<file path="config.mk">
export PLATFORM = sky130hd
export DESIGN_NAME = value_text_tokenizer
export DESIGN_NICKNAME = d
export VERILOG_FILES = /design/src/rtl/vtt_pkg.sv /design/src/rtl/value_text_tokenizer.sv
export SDC_FILE = /design/constraint.sdc
export NUM_CORES = 1
export LEC_CHECK = 0
export BUFFER_PORTS_ARGS = -buffer_cell sky130_fd_sc_hd__buf_2
export CAP_MARGIN = 20
export CORE_UTILIZATION = 61
export DETAILED_ROUTE_END_ITERATION = 7
export PLACE_DENSITY = 0.92
export SYNTH_ARGS = -nofsm -noshare
export SYNTH_HDL_FRONTEND = slang
export SYNTH_SLANG_ARGS = --single-unit
</file>
<file path="constraint.sdc">
create_clock -name i_clk -period 4.3 [get_ports i_clk]
set_clock_uncertainty 0.05 [all_clocks]
set_input_delay 0.43 -clock i_clk [delete_from_list [all_inputs] [get_ports i_clk]]
set_output_delay 0.43 -clock i_clk [all_outputs]
set_load 0.01 [all_outputs]
</file>
<file path="src/rtl/vtt_pkg.sv">
// shared types and constants for the value text tokenizer
`timescale 1ns / 1ps

package vtt_pkg;

    localparam int VTT_MAX_NEST  = 255;
    localparam int VTT_LINE_BITS = 24;
    localparam int VTT_LINE_OUT  = 24;

    localparam logic [7:0] CHAR_END        = 8'd0;
    localparam logic [7:0] CHAR_TAB        = 8'd9;
    localparam logic [7:0] CHAR_LF         = 8'd10;
    localparam logic [7:0] CHAR_CR         = 8'd13;
    localparam logic [7:0] CHAR_FIRST_PRNT = 8'd33;
    localparam logic [7:0] CHAR_LAST_PRNT  = 8'd126;
    localparam logic [7:0] CHAR_QUOTE      = 8'd34;
    localparam logic [7:0] CHAR_LBRACK     = 8'd91;
    localparam logic [7:0] CHAR_BSLASH     = 8'd92;
    localparam logic [7:0] CHAR_RBRACK     = 8'd93;
    localparam logic [7:0] CHAR_LC_N       = 8'd110;
    localparam logic [7:0] CHAR_LC_R       = 8'd114;
    localparam logic [7:0] CHAR_LC_T       = 8'd116;

    typedef enum logic [2:0] {
        MODE_IDLE = 3'd0,
        MODE_BARE = 3'd1,
        MODE_STR  = 3'd2,
        MODE_ESC  = 3'd3,
        MODE_ARR  = 3'd4,
        MODE_DROP = 3'd5
    } t_mode;

    typedef enum logic [1:0] {
        KIND_BYTE  = 2'd0,
        KIND_TOKEN = 2'd1,
        KIND_ERROR = 2'd2,
        KIND_EOI   = 2'd3
    } t_kind;

    typedef enum logic [1:0] {
        TTYPE_BARE = 2'd0,
        TTYPE_STR  = 2'd1,
        TTYPE_ARR  = 2'd2
    } t_ttype;

    typedef enum logic [1:0] {
        ERR_EOI   = 2'd0,
        ERR_EOL   = 2'd1,
        ERR_DEPTH = 2'd2
    } t_err;

    typedef struct packed {
        t_kind                    kind;
        logic [7:0]               data;
        t_ttype                   ttype;
        t_err                     err;
        logic [VTT_LINE_OUT-1:0]  line;
        logic                     last;
    } t_result;

endpackage

</file>
<file path="src/rtl/value_text_tokenizer.sv">
// value text tokenizer top level: byte stream in, token events out
`timescale 1ns / 1ps

// one text byte enters per slave transaction on s_axis (tdata[7:0]); a zero
// byte ends the input. each byte gives zero, one or two result transactions
// on m_axis: token bytes, token ends, errors and an end of input event.
// tlast marks the final result of a byte.
// the byte is decoded against the scan state in the cycle it is accepted and
// its results are written into a four entry result queue; m_axis is driven
// from the head of that registered queue.
// throughput is one byte per cycle while the receiver keeps up; the queue
// accepts a byte whenever it holds at most two results, so only a stalled
// receiver slows the input.
// when the receiver stalls, results wait in the queue and s_axis_tready drops
// once the queue could not take two more.
// reset (synchronous, active low) empties the queue, returns to idle with
// depth zero and loads the line counter from base_line, which resets to 0.
// a write on i_cfg_wen/i_cfg_wdata sets base_line and reloads the counter;
// it is meant for an idle block.
module value_text_tokenizer #(
    parameter int MAX_NEST  = vtt_pkg::VTT_MAX_NEST,
    parameter int LINE_BITS = vtt_pkg::VTT_LINE_BITS
) (
    input  logic        i_clk,
    input  logic        i_rst_n,
    input  logic        i_cfg_wen,
    input  logic [23:0] i_cfg_wdata,   // base_line
    input  logic        s_axis_tvalid,
    output logic        s_axis_tready,
    input  logic [7:0]  s_axis_tdata,  // in_byte
    output logic        m_axis_tvalid,
    input  logic        m_axis_tready,
    // out_byte[7:0], error_code[9:8], line_number[33:10], zero fill[39:34]
    output logic [39:0] m_axis_tdata,
    output logic [3:0]  m_axis_tuser,  // event_kind[1:0], token_type[3:2]
    output logic        m_axis_tlast
);

    localparam int DEPTH_W = $clog2(MAX_NEST + 1);
    localparam logic [DEPTH_W-1:0] DEPTH_MAX = DEPTH_W'(MAX_NEST);
    localparam logic [LINE_BITS-1:0] LINE_MAX = '1;
    localparam int QDEPTH = 4;
    localparam int QPTR_W = $clog2(QDEPTH);

    logic [23:0]           r_base;
    vtt_pkg::t_mode        r_mode, n_mode;
    logic [DEPTH_W-1:0]    r_depth, n_depth;
    logic [LINE_BITS-1:0]  r_line, n_line;
    logic [LINE_BITS-1:0]  line_upd, line_inc, cfg_load, base_load;
    logic [DEPTH_W-1:0]    depth_dec;

    vtt_pkg::t_result      r_queue [QDEPTH];
    logic [QPTR_W-1:0]     r_wr_ptr, r_rd_ptr;
    logic [QPTR_W:0]       r_count;

    vtt_pkg::t_result      res0, res1;
    logic [1:0]            nres;
    logic                  in_fire, out_fire, printable, is_end;
    logic [7:0]            b, esc_byte;
    vtt_pkg::t_result      head;

    assign b         = s_axis_tdata;
    assign in_fire   = s_axis_tvalid && s_axis_tready;
    assign out_fire  = m_axis_tvalid && m_axis_tready;
    assign printable = b inside {[vtt_pkg::CHAR_FIRST_PRNT : vtt_pkg::CHAR_LAST_PRNT]};
    assign is_end    = (b == vtt_pkg::CHAR_END);
    assign line_inc  = (r_line != LINE_MAX) ? r_line + 1'b1 : r_line;
    assign depth_dec = (r_depth != '0) ? r_depth - 1'b1 : r_depth;

    // base line load, saturated to the counter width
    assign cfg_load  = (32'(i_cfg_wdata) > 32'(LINE_MAX)) ? LINE_MAX
                                                            : LINE_BITS'(i_cfg_wdata);
    assign base_load = (32'(r_base) > 32'(LINE_MAX)) ? LINE_MAX : LINE_BITS'(r_base);

    always_comb begin
        case (b)
            vtt_pkg::CHAR_LC_T: esc_byte = vtt_pkg::CHAR_TAB;
            vtt_pkg::CHAR_LC_R: esc_byte = vtt_pkg::CHAR_CR;
            vtt_pkg::CHAR_LC_N: esc_byte = vtt_pkg::CHAR_LF;
            default:            esc_byte = b;
        endcase
    end

    // next scan state
    always_comb begin
        n_mode   = r_mode;
        n_depth  = r_depth;
        line_upd = r_line;
        if (is_end) begin
            n_mode  = vtt_pkg::MODE_IDLE;
            n_depth = '0;
        end else begin
            case (r_mode)
                vtt_pkg::MODE_BARE: begin
                    if (!printable) begin
                        if (b == vtt_pkg::CHAR_LF) begin
                            line_upd = line_inc;
                        end
                        n_mode = vtt_pkg::MODE_IDLE;
                    end
                end
                vtt_pkg::MODE_STR: begin
                    if (b == vtt_pkg::CHAR_QUOTE) begin
                        n_mode = vtt_pkg::MODE_IDLE;
                    end else if (b == vtt_pkg::CHAR_LF) begin
                        n_mode = vtt_pkg::MODE_DROP;
                    end else if (b == vtt_pkg::CHAR_BSLASH) begin
                        n_mode = vtt_pkg::MODE_ESC;
                    end
                end
                vtt_pkg::MODE_ESC: begin
                    n_mode = (b == vtt_pkg::CHAR_LF) ? vtt_pkg::MODE_DROP : vtt_pkg::MODE_STR;
                end
                vtt_pkg::MODE_ARR: begin
                    if (b == vtt_pkg::CHAR_LF) begin
                        line_upd = line_inc;
                    end
                    if (b == vtt_pkg::CHAR_LBRACK) begin
                        if (r_depth >= DEPTH_MAX) begin
                            n_mode = vtt_pkg::MODE_DROP;
                        end else begin
                            n_depth = r_depth + 1'b1;
                        end
                    end else if (b == vtt_pkg::CHAR_RBRACK) begin
                        n_depth = depth_dec;
                        if (depth_dec == '0) begin
                            n_mode = vtt_pkg::MODE_IDLE;
                        end
                    end
                end
                vtt_pkg::MODE_DROP: begin
                    n_mode = vtt_pkg::MODE_DROP;
                end
                default: begin
                    if (!printable) begin
                        if (b == vtt_pkg::CHAR_LF) begin
                            line_upd = line_inc;
                        end
                        n_mode = vtt_pkg::MODE_IDLE;
                    end else if (b == vtt_pkg::CHAR_LBRACK) begin
                        n_depth = DEPTH_W'(1);
                        n_mode  = vtt_pkg::MODE_ARR;
                    end else if (b == vtt_pkg::CHAR_QUOTE) begin
                        n_mode = vtt_pkg::MODE_STR;
                    end else begin
                        n_mode = vtt_pkg::MODE_BARE;
                    end
                end
            endcase
        end
        n_line = is_end ? base_load : line_upd;
    end

    // results of the accepted byte
    always_comb begin
        nres       = 2'd0;
        res0.kind  = vtt_pkg::KIND_BYTE;
        res0.data  = 8'd0;
        res0.ttype = vtt_pkg::TTYPE_BARE;
        res0.err   = vtt_pkg::ERR_EOI;
        res0.line  = vtt_pkg::VTT_LINE_OUT'(line_upd);
        res0.last  = 1'b1;
        res1       = res0;
        res1.kind  = vtt_pkg::KIND_EOI;
        if (is_end) begin
            case (r_mode)
                vtt_pkg::MODE_BARE: begin
                    nres      = 2'd2;
                    res0.kind = vtt_pkg::KIND_TOKEN;
                end
                vtt_pkg::MODE_STR, vtt_pkg::MODE_ESC: begin
                    nres       = 2'd2;
                    res0.kind  = vtt_pkg::KIND_ERROR;
                    res0.ttype = vtt_pkg::TTYPE_STR;
                end
                vtt_pkg::MODE_ARR: begin
                    nres       = 2'd2;
                    res0.kind  = vtt_pkg::KIND_ERROR;
                    res0.ttype = vtt_pkg::TTYPE_ARR;
                end
                default: begin
                    nres      = 2'd1;
                    res0.kind = vtt_pkg::KIND_EOI;
                end
            endcase
            res0.last = (nres == 2'd1);
        end else begin
            case (r_mode)
                vtt_pkg::MODE_BARE: begin
                    nres = 2'd1;
                    if (printable) begin
                        res0.data = b;
                    end else begin
                        res0.kind = vtt_pkg::KIND_TOKEN;
                    end
                end
                vtt_pkg::MODE_STR: begin
                    res0.ttype = vtt_pkg::TTYPE_STR;
                    if (b == vtt_pkg::CHAR_QUOTE) begin
                        nres      = 2'd1;
                        res0.kind = vtt_pkg::KIND_TOKEN;
                    end else if (b == vtt_pkg::CHAR_LF) begin
                        nres      = 2'd1;
                        res0.kind = vtt_pkg::KIND_ERROR;
                        res0.err  = vtt_pkg::ERR_EOL;
                    end else if (b != vtt_pkg::CHAR_BSLASH) begin
                        nres      = 2'd1;
                        res0.data = b;
                    end
                end
                vtt_pkg::MODE_ESC: begin
                    nres       = 2'd1;
                    res0.ttype = vtt_pkg::TTYPE_STR;
                    if (b == vtt_pkg::CHAR_LF) begin
                        res0.kind = vtt_pkg::KIND_ERROR;
                        res0.err  = vtt_pkg::ERR_EOL;
                    end else begin
                        res0.data = esc_byte;
                    end
                end
                vtt_pkg::MODE_ARR: begin
                    nres       = 2'd1;
                    res0.ttype = vtt_pkg::TTYPE_ARR;
                    if (b == vtt_pkg::CHAR_LBRACK && r_depth >= DEPTH_MAX) begin
                        res0.kind = vtt_pkg::KIND_ERROR;
                        res0.err  = vtt_pkg::ERR_DEPTH;
                    end else if (b == vtt_pkg::CHAR_RBRACK && depth_dec == '0) begin
                        res0.kind = vtt_pkg::KIND_TOKEN;
                    end else begin
                        res0.data = b;
                    end
                end
                vtt_pkg::MODE_DROP: begin
                    nres = 2'd0;
                end
                default: begin
                    if (printable && b != vtt_pkg::CHAR_LBRACK && b != vtt_pkg::CHAR_QUOTE) begin
                        nres      = 2'd1;
                        res0.data = b;
                    end
                end
            endcase
        end
    end

    always_ff @(posedge i_clk) begin
        if (!i_rst_n) begin
            r_base  <= '0;
            r_mode  <= vtt_pkg::MODE_IDLE;
            r_depth <= '0;
            r_line  <= '0;
        end else if (i_cfg_wen) begin
            r_base <= i_cfg_wdata;
            r_line <= cfg_load;
        end else if (in_fire) begin
            r_mode  <= n_mode;
            r_depth <= n_depth;
            r_line  <= n_line;
        end
    end

    // result queue
    always_ff @(posedge i_clk) begin
        if (in_fire && nres != 2'd0) begin
            r_queue[r_wr_ptr] <= res0;
        end
        if (in_fire && nres == 2'd2) begin
            r_queue[r_wr_ptr + 1'b1] <= res1;
        end
    end

    always_ff @(posedge i_clk) begin
        if (!i_rst_n) begin
            r_wr_ptr <= '0;
            r_rd_ptr <= '0;
            r_count  <= '0;
        end else begin
            if (in_fire) begin
                r_wr_ptr <= r_wr_ptr + QPTR_W'(nres);
            end
            if (out_fire) begin
                r_rd_ptr <= r_rd_ptr + 1'b1;
            end
            r_count <= r_count + (in_fire ? (QPTR_W + 1)'(nres) : '0)
                               - (QPTR_W + 1)'(out_fire);
        end
    end

    assign s_axis_tready = (r_count <= (QPTR_W + 1)'(QDEPTH - 2));
    assign m_axis_tvalid = (r_count != '0);
    assign head          = r_queue[r_rd_ptr];
    assign m_axis_tdata  = {6'b000000, head.line, head.err, head.data};
    assign m_axis_tuser  = {head.ttype, head.kind};
    assign m_axis_tlast  = head.last;

endmodule
</file>
# Yosys cells after proc, flatten, opt, wreduce, memory -nomap -nowiden

Memory sizes are Yosys's and may differ from the RTL's. A register that Yosys moved wholly into a read port is not among the register bits.
Index checks and enable logic that the tools add are counted.
Widths: inputs -> output; s select.

Register bits: 66
Memory bits (writable): 156
Bits of input ports: 37
Output and inout bits: 47
Word-level logic and storage cells: 145
Memories: 1

$add $sub $neg: 8
Magnitude comparators: 4
Equality and inequality tests: 26
Muxes and demuxes: 72
Bitwise operators: 1
Reductions and logical operators: 26

Memories:

| memory  | words | bits a word | rd ports | clocked after Yosys merged registers in | write ports | line                       | source |
|---|---|---|---|---|---|---|---|
| r_queue | 4     | 39          | 1        | 1                                       | 2           | value_text_tokenizer.sv:52 | `vtt_pkg::t_result r_queue [QDEPTH];` |

Operators with widths:

| operator              | number |
|---|---|
| $mux 24               | 7 |
| $mux 8                | 16 |
| $eq 8x7->1 const B    | 6 |
| $pmux 24 s2           | 1 |
| $pmux 8 s5            | 1 |
| $mux 3                | 12 |
| $mux 2                | 16 |
| $add 24x1->24 const B | 1 |
| $ne 24x24->1 const B  | 1 |
| $pmux 8 s3            | 1 |
| $logic_not 8->1       | 2 |
| $ne 4x4->1 const B    | 4 |
| $ne 8x7->1 const B    | 2 |
| $pmux 8 s2            | 1 |
| $pmux 3 s5            | 1 |
| $reduce_and 7->1      | 2 |
| $pmux 4 s3            | 1 |
| $reduce_bool 3->1     | 4 |
| $mux 1                | 11 |
| $logic_and 1x1->1     | 9 |
| $reduce_or 3->1       | 3 |
| $add 8x1->8 const B   | 1 |
| $eq 8x4->1 const B    | 1 |
| $eq 8x6->1 const B    | 1 |
| 26 further kinds      | 32 |

# Logic depth before layout (Yosys ltp)

Gate-level depths: netlist of the first run.

Word-level depth: 11
Mapped depth: 16
Mapped depth without buffers: 13

# Worst setup path after synthesis of the first run

No wires, ideal clock.

Path kind: input to register
From: input s_axis_tdata[4]
To: register r_count[2]
Setup time: 0.128 ns
Arrival time: 3.389 ns
Required time: 4.122 ns
Slack: 0.733 ns
Stages on the path: 16
Buffers on the path: 3
Cells stage by stage: buf_2 or4_1 clkbuf_1 nor2_1 a21boi_0 a21oi_1 buf_2 nand2_1 ha_1 inv_1 ha_1 inv_1 fa_1 xnor2_1 xnor2_1 nor2_1

Longest elaborated chain between the ends: 10
Elaborated cells between the ends (all ways): 20
Those cells by class: 2 x add/sub; 2 x order compare; 5 x eq/ne; 7 x mux; 4 x reduce/logical

RTL lines:

| item                                     | line                        | source |
|---|---|---|
| from (decl)                              | value_text_tokenizer.sv:30  | `input logic [7:0] s_axis_tdata,` |
| $ge 8x6->1 or $le 8x7->1 (tied branches) | value_text_tokenizer.sv:65  | `assign printable = b inside {[vtt_pkg::CHAR_FIRST_PRNT : vtt_pkg::CHAR_LAST_PRNT]};` |
| $logic_and 1x1->1                        | value_text_tokenizer.sv:65  |  |
| $logic_and 1x1->1 (2 in series)          | value_text_tokenizer.sv:237 | `if (printable && b != vtt_pkg::CHAR_LBRACK && b != vtt_pkg::CHAR_QUOTE) begin` |
| $mux 1                                   | value_text_tokenizer.sv:237 |  |
| $pmux 2 s3                               | value_text_tokenizer.sv:188 | `case (r_mode)` |
| $mux 2 (*)                               | value_text_tokenizer.sv:165 | `if (is_end) begin` |
| $mux 2 (*)                               | value_text_tokenizer.sv:284 | `r_count <= r_count + (in_fire ? (QPTR_W + 1)'(nres) : '0)` |
| $add 3x2->3 (*)                          | value_text_tokenizer.sv:284 |  |
| $sub 3x1->3 (*)                          | value_text_tokenizer.sv:285 | `- (QPTR_W + 1)'(out_fire);` |
| to (signal assigned)                     | value_text_tokenizer.sv:284 |  |
| to (decl)                                | value_text_tokenizer.sv:54  | `logic [QPTR_W:0] r_count;` |

Mark *: on every way between the ends. The rest lies on a longest branch, timed or not.
A chain may end at the register's enable or synchronous reset.

==> results of run 1 <==
## registers in the layout, summed over array words and instances, names as in the netlist, named ones only
| register | flops |
|---|---|
| r_wr_ptr | 2 |
| r_depth | 8 |
| base_load | 24 |
| r_rd_ptr | 2 |
| r_queue | 156 |
| r_line | 24 |
| r_mode | 3 |
| r_count | 3 |
## metal layers
| metal | track usage, % | routed length, um | vias to the layer above |
|---|---|---|---|
| li1 | - | - | 4427 |
| met3 | 5.90 | 3240 | 105 |
| met2 | 52.3 | 14700 | 625 |
| met4 | 11.4 | 1020 | 0 |
| met5 | 0 | 0 | - |
| met1 | 45.8 | 12800 | 4714 |
## cell type report
class	count	area [um2]
clock buffers	32	629
clock inverters	10	86.3
fillers	1306	5450
inverters	39	146
multi-input cells	804	5460
flip-flops and latches	224	5450
well taps	229	287
repair buffers	106	636
## cells by family (layout without fill, tap and decap cells)
family / Yosys count / count (layout) / share of synthesized area (%)
XOR/XNOR: 24 / 24 / 1.84
AND/OR/NAND/NOR: 420 / 420 / 17.8
flip-flops: 224 / 224 / 47.7
multiplexers: 56 / 56 / 9.18
buffers and inverters: 124 / 187 / 4.62
adder cells (fa/ha/maj): 9 / 9 / 1.05
other: 1 / 6 / 0.0328
AO/OA/AOI/OAI: 289 / 289 / 17.8
## final timing paths
path | from | end | slack (ns) | cells after the start
setup / recovery | r_mode[0] | r_queue[2][37] | 0.60 | 8
hold reg to reg | r_queue[2][35] | r_queue[2][35] | 0.41 | 2
setup reg to reg | r_mode[0] | r_queue[2][37] | 0.60 | 8
hold / removal | i_cfg_wdata[21] | base_load[21] | 0.12 | 3
## worst register-to-register path, cell delays in order (launching register included)
cell and delay, ns:
dfxtp_1 0.47, nor3b_1 0.73, nor4b_1 0.54, o22ai_1 0.27
o211ai_1 0.38, and2_1 0.55, inv_1 0.13, buf_4 0.23
o22a_1 0.22
## layout by cell type (no fill, tap or decap), drive strengths merged, types with 5 or more instances in the layout
| master | netlist | routed |
|---|---|---|
| a211oi | 10 | 10 |
| a21oi | 57 | 57 |
| a22o | 10 | 10 |
| a31oi | 12 | 12 |
| and2 | 10 | 10 |
| and3 | 5 | 5 |
| buf | 36 | 106 |
| clkbuf | 49 | 32 |
| clkinv | 1 | 7 |
| conb | 1 | 6 |
| dfxtp | 128 | 128 |
| edfxtp | 96 | 96 |
| ha | 8 | 8 |
| inv | 38 | 41 |
| mux2i | 17 | 17 |
| mux4 | 39 | 39 |
| nand2 | 92 | 92 |
| nand3 | 36 | 36 |
| nand3b | 6 | 6 |
| nand4 | 26 | 26 |
| nor2 | 155 | 155 |
| nor2b | 6 | 6 |
| nor3 | 25 | 25 |
| nor4 | 13 | 13 |
| o211ai | 9 | 9 |
| o21ai | 65 | 65 |
| o22a | 10 | 10 |
| o2bb2ai | 27 | 27 |
| o311ai | 12 | 12 |
| o31a | 5 | 5 |
| o31ai | 15 | 15 |
| o32ai | 7 | 7 |
| or3 | 12 | 12 |
| or4 | 9 | 9 |
| xnor2 | 20 | 20 |
## metrics by stage
step | worst slack [ns] | total power, mW | area (um2) | std cells
global placement | 0.658 | 4.08 | 12000 | 1401
CTS | 0.739 | 6.04 | 12700 | 1443
global route | 0.488 | 6.28 | 12700 | 1444
finish | 0.603 | 6.06 | 12700 | 1444
detailed placement | 0.586 | 4.13 | 12000 | 1401
floorplan | 0.733 | 3.64 | 11400 | 1152
## Yosys cell counts, types with 5 or more instances
cell type / n / area share (%)
a31oi_1: 12 / 0.66
or4_1: 9 / 0.59
buf_2: 20 / 0.88
mux2i_1: 17 / 1.5
and3_1: 5 / 0.27
nand2_1: 92 / 3.0
xnor2_1: 20 / 1.5
o21ai_0: 64 / 2.8
o32ai_1: 7 / 0.54
inv_1: 35 / 1.2
or3_1: 11 / 0.60
nand3b_1: 6 / 0.39
a22o_1: 10 / 0.77
o211ai_1: 8 / 0.53
edfxtp_1: 96 / 25
nor2_1: 155 / 5.1
o22a_1: 10 / 0.77
a21oi_1: 57 / 2.5
buf_4: 6 / 0.39
o311ai_0: 11 / 0.84
buf_1: 8 / 0.26
nand4_1: 26 / 1.4
and2_1: 10 / 0.55
nor3_1: 24 / 1.1
clkbuf_1: 49 / 1.6
nor2b_1: 6 / 0.33
o31a_1: 5 / 0.38
nor4_1: 12 / 0.66
a211oi_1: 9 / 0.59
mux4_2: 39 / 7.7
o2bb2ai_1: 27 / 2.1
o31ai_1: 15 / 0.99
ha_1: 8 / 0.88
dfxtp_1: 128 / 22
nand3_1: 36 / 1.6
## power by group through the flow
| stage | sequential (mW) | clock [mW] | combinational, mW |
|---|---|---|---|
| 6_report | 2.69 | 1.93 | 1.45 |
| 5_1_grt | 2.71 | 2.01 | 1.55 |
| 4_1_cts | 2.68 | 1.93 | 1.43 |
| 3_5_place_dp | 2.72 | 0 | 1.41 |
| 3_3_place_gp | 2.70 | 0 | 1.38 |
| 2_1_floorplan | 2.59 | 0 | 1.06 |
==> run metrics, run 1 <==
status=finished with violations; failing checks=design-rule violations; DR DRC count=6; clock slew at the register clock pins of the worst setup and hold paths=0.06 ns; Net Sw Power=1.86 mW; WS Path Type=reg2reg; Routed WL per cell=22.0 um; Final GP Congestion=0.946; hold crit path type=in2reg; Setup crit start kind=register; share of flip-flops with an asynchronous set or reset=0%; DIE AREA=0.0193 mm2; CTS tree=done; WP data required=4.66 ns; routed vias=9871; final hold vios=0; Cells after Synth=1147; Main synth FF type=dfxtp_1; critical path fanouts, max=16; hold_buf cts=0; power density over the cells=478 mW/mm2; first-pass GRT wire length=50500 um; clk_lat worst skew=0.52 ns; nets=1244; Die Y=139 um; clock share of power=31.9%; count of final setup violators=0; CP peak stage delay=0.73 ns; 1st-iter DRT viols=1346; I/O pins=84; Starting Density=62.9%; Peak supply drop=0.000245 V; RSZ-0062 raised after global routing=no; post_cts resized=0; Slowest-stage cell, CP=nor3b_1; Slew HR=25.9%; Max Cap Viol=0; # H-tree levels=1; CTS buffer count=23; drt total wl=31800 um; Tcrit/Tclk final=86.0%; post-synthesis sequential area ratio=47.7%; Comb pwr share=23.8%; GRT Total Usage=33.0%; Row Count=49; Seq cells post-synth=224; post-CTS setup buffers=0; Core Area=0.0181 mm2; Clock Path Buffers=3; CP bufs+invs=2; fin crit period=3.70 ns; number of synthesized flops with an enable pin=96; Post-Syn Area=0.0114 mm2; delay-heaviest family, CP=simple AND/OR/NAND/NOR gates; switching share of power=30.7%; ANT cells=0; Int Power=4.20 mW; Initial DRT Pass Iterations=8; Sinks on Clock Net=224; Root Buffer=clkbuf_16; vias in the first global route=9373; Seq pwr share=44.3%; yosys warns=0; count of cell types in the netlist=86; total negative setup slack=0 ns; Detail Route Antenna Nets=0; fmax=270 MHz; Final HPWL DP=21200 um; Final Util=70.0%; vias per cell=6.84; Slew Viols, Final=0; P_leak=4.48 nW; area delta synth->final=11.2%; Slew @ Worst Pin=1.10 ns; Port Buf Inserts=77; Critical Path Sink Type=register; initial antenna violation count=0; Syn Area/Cell=9.95 um2; remaining global-route overflow=0; worst hold margin=0.117 ns; largest net degree at the start of global routing=42; CP Cell Sequence=nor3b_1, nor4b_1, o22ai_1, o211ai_1, and2_1, inv_1, buf_4, o22a_1; DIE WIDTH=139 um; Worst EP arrival=4.05 ns; share of post-route cells with drive strength above 1=16.5%
(Power assumes the default switching activity.)
==> run 2: changes to the inputs <==
==> constraint.sdc (replaced) <==
create_clock -name i_clk -period 4.3 [get_ports i_clk]
set_clock_uncertainty 0.05 [all_clocks]
set_input_delay 0.645 -clock i_clk [delete_from_list [all_inputs] [get_ports i_clk]]
set_output_delay 0.645 -clock i_clk [all_outputs]
set_load 0.01 [all_outputs]
==> run 2 against run 1 <==
Compared with the run above: the run still ends with design-rule violations left; sequential share of layout area decreased by 0.13 points; total power increased by 1.1%; sequential power about the same; routed wire length increased by 0.19%; cell count increased by 0.21%; clock power increased by 5%; global-route usage about the same.
==> run metrics, run 2 (same netlist as run 1, synthesis figures left out) <==
status=finished with violations; failing checks=design-rule violations; Row Count=49 (unchanged); max reg flops=156 (unchanged); Slew @ Worst Pin=1.11 ns (+0.0158 ns); hold_buf cts=0 (unchanged); fin crit period=3.59 ns (-0.108 ns); Post-DP Area=0.0120 mm2 (+0.21%); most frequent cells in the layout=nor2_1 (155), dfxtp_1 (126), edfxtp_1 (96); hold crit path type=in2reg; ANT cells=0 (unchanged); delay-heaviest family, CP=simple AND/OR/NAND/NOR gates; Starting Density=62.9% (unchanged); DR DRC count=10 (+4); Slew HR=25.8% (-0.097 points); Final GP Congestion=0.938 (-0.79%); post_cts resized=0 (unchanged); commonest non-fill, non-tap cell in the layout=nor2_1; CP Cell Sequence=inv_1, ha_1, or4b_2, or4_1, o21ai_0, nand4_1, a21oi_1, o31ai_1; nets=1248 (+0.32%); Port Buf Inserts=77 (unchanged); CP bufs+invs=1 (-1); DIE WIDTH=139 um (unchanged); vias per cell=6.84 (about the same); WS Path Type=reg2reg; Core Area=0.0181 mm2 (unchanged); design area=0.0127 mm2 (+0.31%); Routed WL per cell=22.0 um (about the same); GRT Total Usage=33.0% (about the same); I/O pins=84 (unchanged); Setup crit start kind=register; Clock Path Buffers=3 (unchanged); Detail Route Antenna Nets=0 (unchanged); power density over the cells=481 mW/mm2 (+0.81%); share of post-route cells with drive strength above 1=17.0% (+0.53 points); Max Cap Viol=0 (unchanged); Worst EP arrival=3.91 ns (-0.14 ns); Die Y=139 um (unchanged); Final HPWL DP=21400 um (+0.86%); initial antenna violation count=0 (unchanged); final hold vios=0 (unchanged); vias in the first global route=9426 (+0.57%); RSZ-0062 raised after global routing=no; largest net degree at the start of global routing=40 (-4.8%); CP peak stage delay=0.76 ns (+0.03 ns); P_leak=4.51 nW (+0.56%); worst hold margin=0.329 ns (+0.213 ns); total negative setup slack=0 ns (unchanged); fmax=279 MHz (+3.0%); WP data required=4.62 ns (-0.04 ns); 1st-iter DRT viols=1137 (-16%); remaining global-route overflow=0 (unchanged); # H-tree levels=1 (unchanged); area delta synth->final=11.5%; CTS buffer count=23 (unchanged); Tcrit/Tclk final=83.5% (-2.5 points); count of final setup violators=0 (unchanged); Peak supply drop=0.000280 V (+14%); clock slew at the register clock pins of the worst setup and hold paths=0.07 ns (about the same); Sinks on Clock Net=224 (unchanged); Root Buffer=clkbuf_16; Critical Path Sink Type=register; Initial DRT Pass Iterations=8 (unchanged); Slew Viols, Final=0 (unchanged); CTS tree=done; DIE AREA=0.0193 mm2 (unchanged); Slowest-stage cell, CP=a21oi_1; routed vias=9896 (+0.25%); critical path fanouts, max=12 (-4); drt total wl=31800 um (+0.19%); Largest Register=r_queue; first-pass GRT wire length=50200 um (-0.63%); post-CTS setup buffers=0 (unchanged); clk_lat worst skew=0.52 ns (about the same)
-- run 2: cell types whose count changed in the layout (fill, tap and decap cells not counted), sizes merged --
cell	change
inv	-2
bufinv	+1
clkinvlp	+2
buf	+4
clkbuf	-2
-- run 2: path summary, 6_finish.rpt --
| path | start | to | slack (ns) | cells past startpoint |
|---|---|---|---|---|
| setup / recovery | r_depth[1] | r_queue[3][33] | 0.71 | 8 |
| hold / removal | i_cfg_wdata[4] | base_load[4] | 0.33 | 3 |
| setup reg to reg | r_depth[1] | r_queue[3][33] | 0.71 | 8 |
| hold reg to reg | base_load[14] | base_load[14] | 0.41 | 2 |
-- run 2: cell type report --
class                   instances  area [um2]
clock buffers                  30         642
clock inverters                11         115
fillers                      1320        5410
inverters                      39         146
multi-input cells             804        5460
flip-flops and latches        224        5450
well taps                     229         287
repair buffers                110         633
-- run 2: per-layer routing --
metal  part of all wire (%)  vias up  track usage, %
met5                      0        -               0
met4                    3.1        0            12.5
met3                     11       97            7.29
met2                     47      647            53.1
met1                     39     4719            43.8
li1                       -     4433               -
-- run 2: per-stage QoR --
| stage | util (%) | total power, mW | cells | worst slack [ns] |
|---|---|---|---|---|
| after global routing | 70.2 | 6.34 | 1447 | 0.609 |
| final | 70.2 | 6.13 | 1447 | 0.711 |
| after global placement | 66.0 | 4.07 | 1406 | 0.430 |
| after detailed placement | 66.0 | 4.12 | 1406 | 0.382 |
| after CTS | 70.2 | 6.12 | 1447 | 0.836 |
| after floorplan | - | 3.64 | 1152 | 0.518 |
-- run 2: worst register-to-register path, cell delays in order, from the launching register on --
cell and delay (ns):
dfxtp_1 0.43, inv_1 0.11, ha_1 0.33, or4b_2 0.68, or4_1 0.44, o21ai_0 0.09, nand4_1 0.38, a21oi_1 0.76
o31ai_1 0.19
-- run 2: power by group --
part / leakage [nW] / switching (mW) / internal [mW]
clock network: 0.368 / 0.846 / 1.17
registers: 1.97 / 0.208 / 2.45
logic: 2.17 / 0.804 / 0.648
==> run 3: changes to the inputs <==
clock period = 3.58 ns   (was 4.3 ns; I/O delays follow)
==> run 3 against run 2 <==
Compared with the run above: the flow still finishes with violations (design-rule violations); die area unchanged; flip-flop and latch count stayed put; non-clock buffer count is 46 higher; total power grew 19%; via count grew 3.8%; global-route usage up 1.6 points; worst setup slack worse by 0.40 ns; fmax up 9.6%; clock-buffer cell count fell by 2; critical endpoint is now r_queue[0][11]; largest cell class unchanged; highest routed layer unchanged.
==> run metrics, run 3 (same netlist as run 1, synthesis figures left out) <==
drt total wl=33500 um (+5.2%); WP data required=3.75 ns (-0.87 ns); largest net degree at the start of global routing=42 (+5.0%); WS Path Type=reg2reg; fmax=305 MHz (+9.6%); Final GP Congestion=0.984 (+4.9%); Max Cap Viol=0 (unchanged); Final Util=72.1% (+1.9 points); reg2reg path depth=6 (-2); Sinks on Clock Net=224 (unchanged); reg2reg end=r_queue[0][11]; hold crit path type=in2reg; Detail Route Antenna Nets=0 (unchanged); Int Power=5.05 mW (+18%); first-pass GRT wire length=52500 um (+4.6%); Slowest-stage cell, CP=o31ai_1; CP bufs+invs=0 (-1); Slew Viols, Final=0 (unchanged); # fillers=1270 (-3.8%); total negative setup slack=0 ns (unchanged); ANT cells=0 (unchanged); vias per cell=6.89 (+0.70%); Final HPWL DP=22100 um (+3.3%); hold path cells=3 (unchanged); nets=1293 (+3.6%); Row Count=49 (unchanged); fin crit period=3.27 ns (-0.316 ns); power density over the cells=557 mW/mm2 (+16%); 1st-iter DRT viols=1305 (+15%); most frequent cells in the layout=nor2_1 (154), dfxtp_1 (126), edfxtp_1 (96); Routed WL per cell=22.5 um (+2.1%); Net Sw Power=2.23 mW (+20%); hold wc startpoint=i_cfg_wdata[5]; Power Total=7.28 mW (+19%); Tcrit/Tclk final=91.4% (+8.0 points); failing checks=design-rule violations; DIE AREA=0.0193 mm2 (unchanged); met1 WL=13400 um (+6.9%); clk_lat worst skew=0.50 ns (-0.02 ns); CTS buffer count=22 (-4.3%); Core Area=0.0181 mm2 (unchanged); CP Cell Sequence=nand4_1, or4_1, o31ai_1, nor2_1, xnor2_1, nor2_1; area delta synth->final=14.6%; design area=0.0131 mm2 (+2.7%); share of post-route cells with drive strength above 1=19.6% (+2.6 points); status=finished with violations; Seq pwr share=43.4% (about the same); DR DRC count=6 (-4); wire length on met3=3390 um (-2.2%); Clock Path Buffers=3 (unchanged); Root Buffer=clkbuf_16; post_cts resized=0 (unchanged); CTS tree=done; clock slew at the register clock pins of the worst setup and hold paths=0.06 ns (about the same); uppermost layer routed=met4; post-CTS setup buffers=0 (unchanged); I/O pins=84 (unchanged); dpl cells=1452 (+3.3%); GRT Total Usage=34.6% (+1.6 points); Largest Register=r_queue; Top cell by count, worst path=nor2_1; critical path fanouts, max=8 (-4); Critical Path Sink Type=register; routed vias=10275 (+3.8%); Slew HR=28.0% (+2.2 points); DIE WIDTH=139 um (unchanged); Starting Density=62.9% (unchanged); setup slack, reg-to-reg=0.31 ns (-0.40 ns); Worst EP arrival=3.45 ns (-0.46 ns); RSZ-0062 raised after global routing=no; WL met2=15700 um (+5.2%); crit path from=r_line[12]; commonest non-fill, non-tap cell in the layout=nor2_1; hold_buf cts=0 (unchanged); Slew @ Worst Pin=1.07 ns (-0.0430 ns); Peak supply drop=0.000335 V (+20%); max reg flops=156 (unchanged); WHS Endpoint=base_load[5]; count of final setup violators=0 (unchanged); final cell count without fillers=1492 (+3.1%); switching share of power=30.6% (+0.28 points); Die Y=139 um (unchanged); Comb pwr share=25.9% (+2.2 points); clock share of power=30.7% (-2.3 points); vias in the first global route=9681 (+2.7%); P_leak=4.72 nW (+4.7%); delay-heaviest family, CP=simple AND/OR/NAND/NOR gates; Port Buf Inserts=77 (unchanged); Reg-to-Reg Start=r_line[12]; initial antenna violation count=0 (unchanged); # H-tree levels=1 (unchanged); Initial DRT Pass Iterations=8 (unchanged); final hold vios=0 (unchanged); Setup crit start kind=register; CP peak stage delay=0.84 ns (+0.08 ns); Post-DP Area=0.0124 mm2 (+3.5%); remaining global-route overflow=0 (unchanged)
==> run 3: worst max path at each step <==
stage | end | slack, ns | cells past startpoint
finish | r_queue[0][11] | 0.31 | 6
global route | r_count[2] | 0.17 | 13
global placement | r_count[2] | 0.17 | 15
CTS | r_queue[0][11] | 0.41 | 6
floorplan | r_count[2] | 0.03 | 16
detailed placement | r_count[2] | 0.10 | 14
==> run 3: worst min-delay path: cells and delay by family <==
kind                   cells  cell delay (ns)
buffers and inverters      1             0.09
AND/OR/NAND/NOR            1             0.07
multiplexers               1             0.06
==> run 3: stage by stage <==
step                hold WS (ns)  setup WS (ns)
finish                     0.235          0.306
global route               0.254          0.167
CTS                        0.229          0.407
detailed placement         0.393          0.105
global placement           0.389          0.166
floorplan                  0.377         0.0326
==> run 3: power by group through the flow <==
stage / logic [mW] / registers, mW / clock network [mW]
3_3_place_gp: 1.80 / 3.18 / 0
6_report: 1.89 / 3.16 / 2.23
3_5_place_dp: 1.84 / 3.20 / 0
5_1_grt: 2.01 / 3.19 / 2.34
2_1_floorplan: 1.27 / 3.11 / 0
4_1_cts: 1.87 / 3.16 / 2.24
==> run 3: metal layers <==
layer | vias up | global-route usage [%]
li1 | 4518 | -
met4 | 0 | 13.3
met3 | 99 | 3.49
met5 | - | 0
met1 | 4949 | 48.8
met2 | 709 | 55.6
==> run 3: area by class of cell <==
| class | count | area [um2] | share of cell area, % |
|---|---|---|---|
| Multi-Input combinational cell | 804 | 5470 | 41.8 |
| Sequential cell | 224 | 5450 | 41.7 |
| Timing Repair Buffer | 156 | 1040 | 7.96 |
| Clock buffer | 28 | 604 | 4.62 |
| Tap cell | 229 | 287 | 2.19 |
| Inverter | 39 | 146 | 1.12 |
| Clock inverter | 12 | 83.8 | 0.641 |
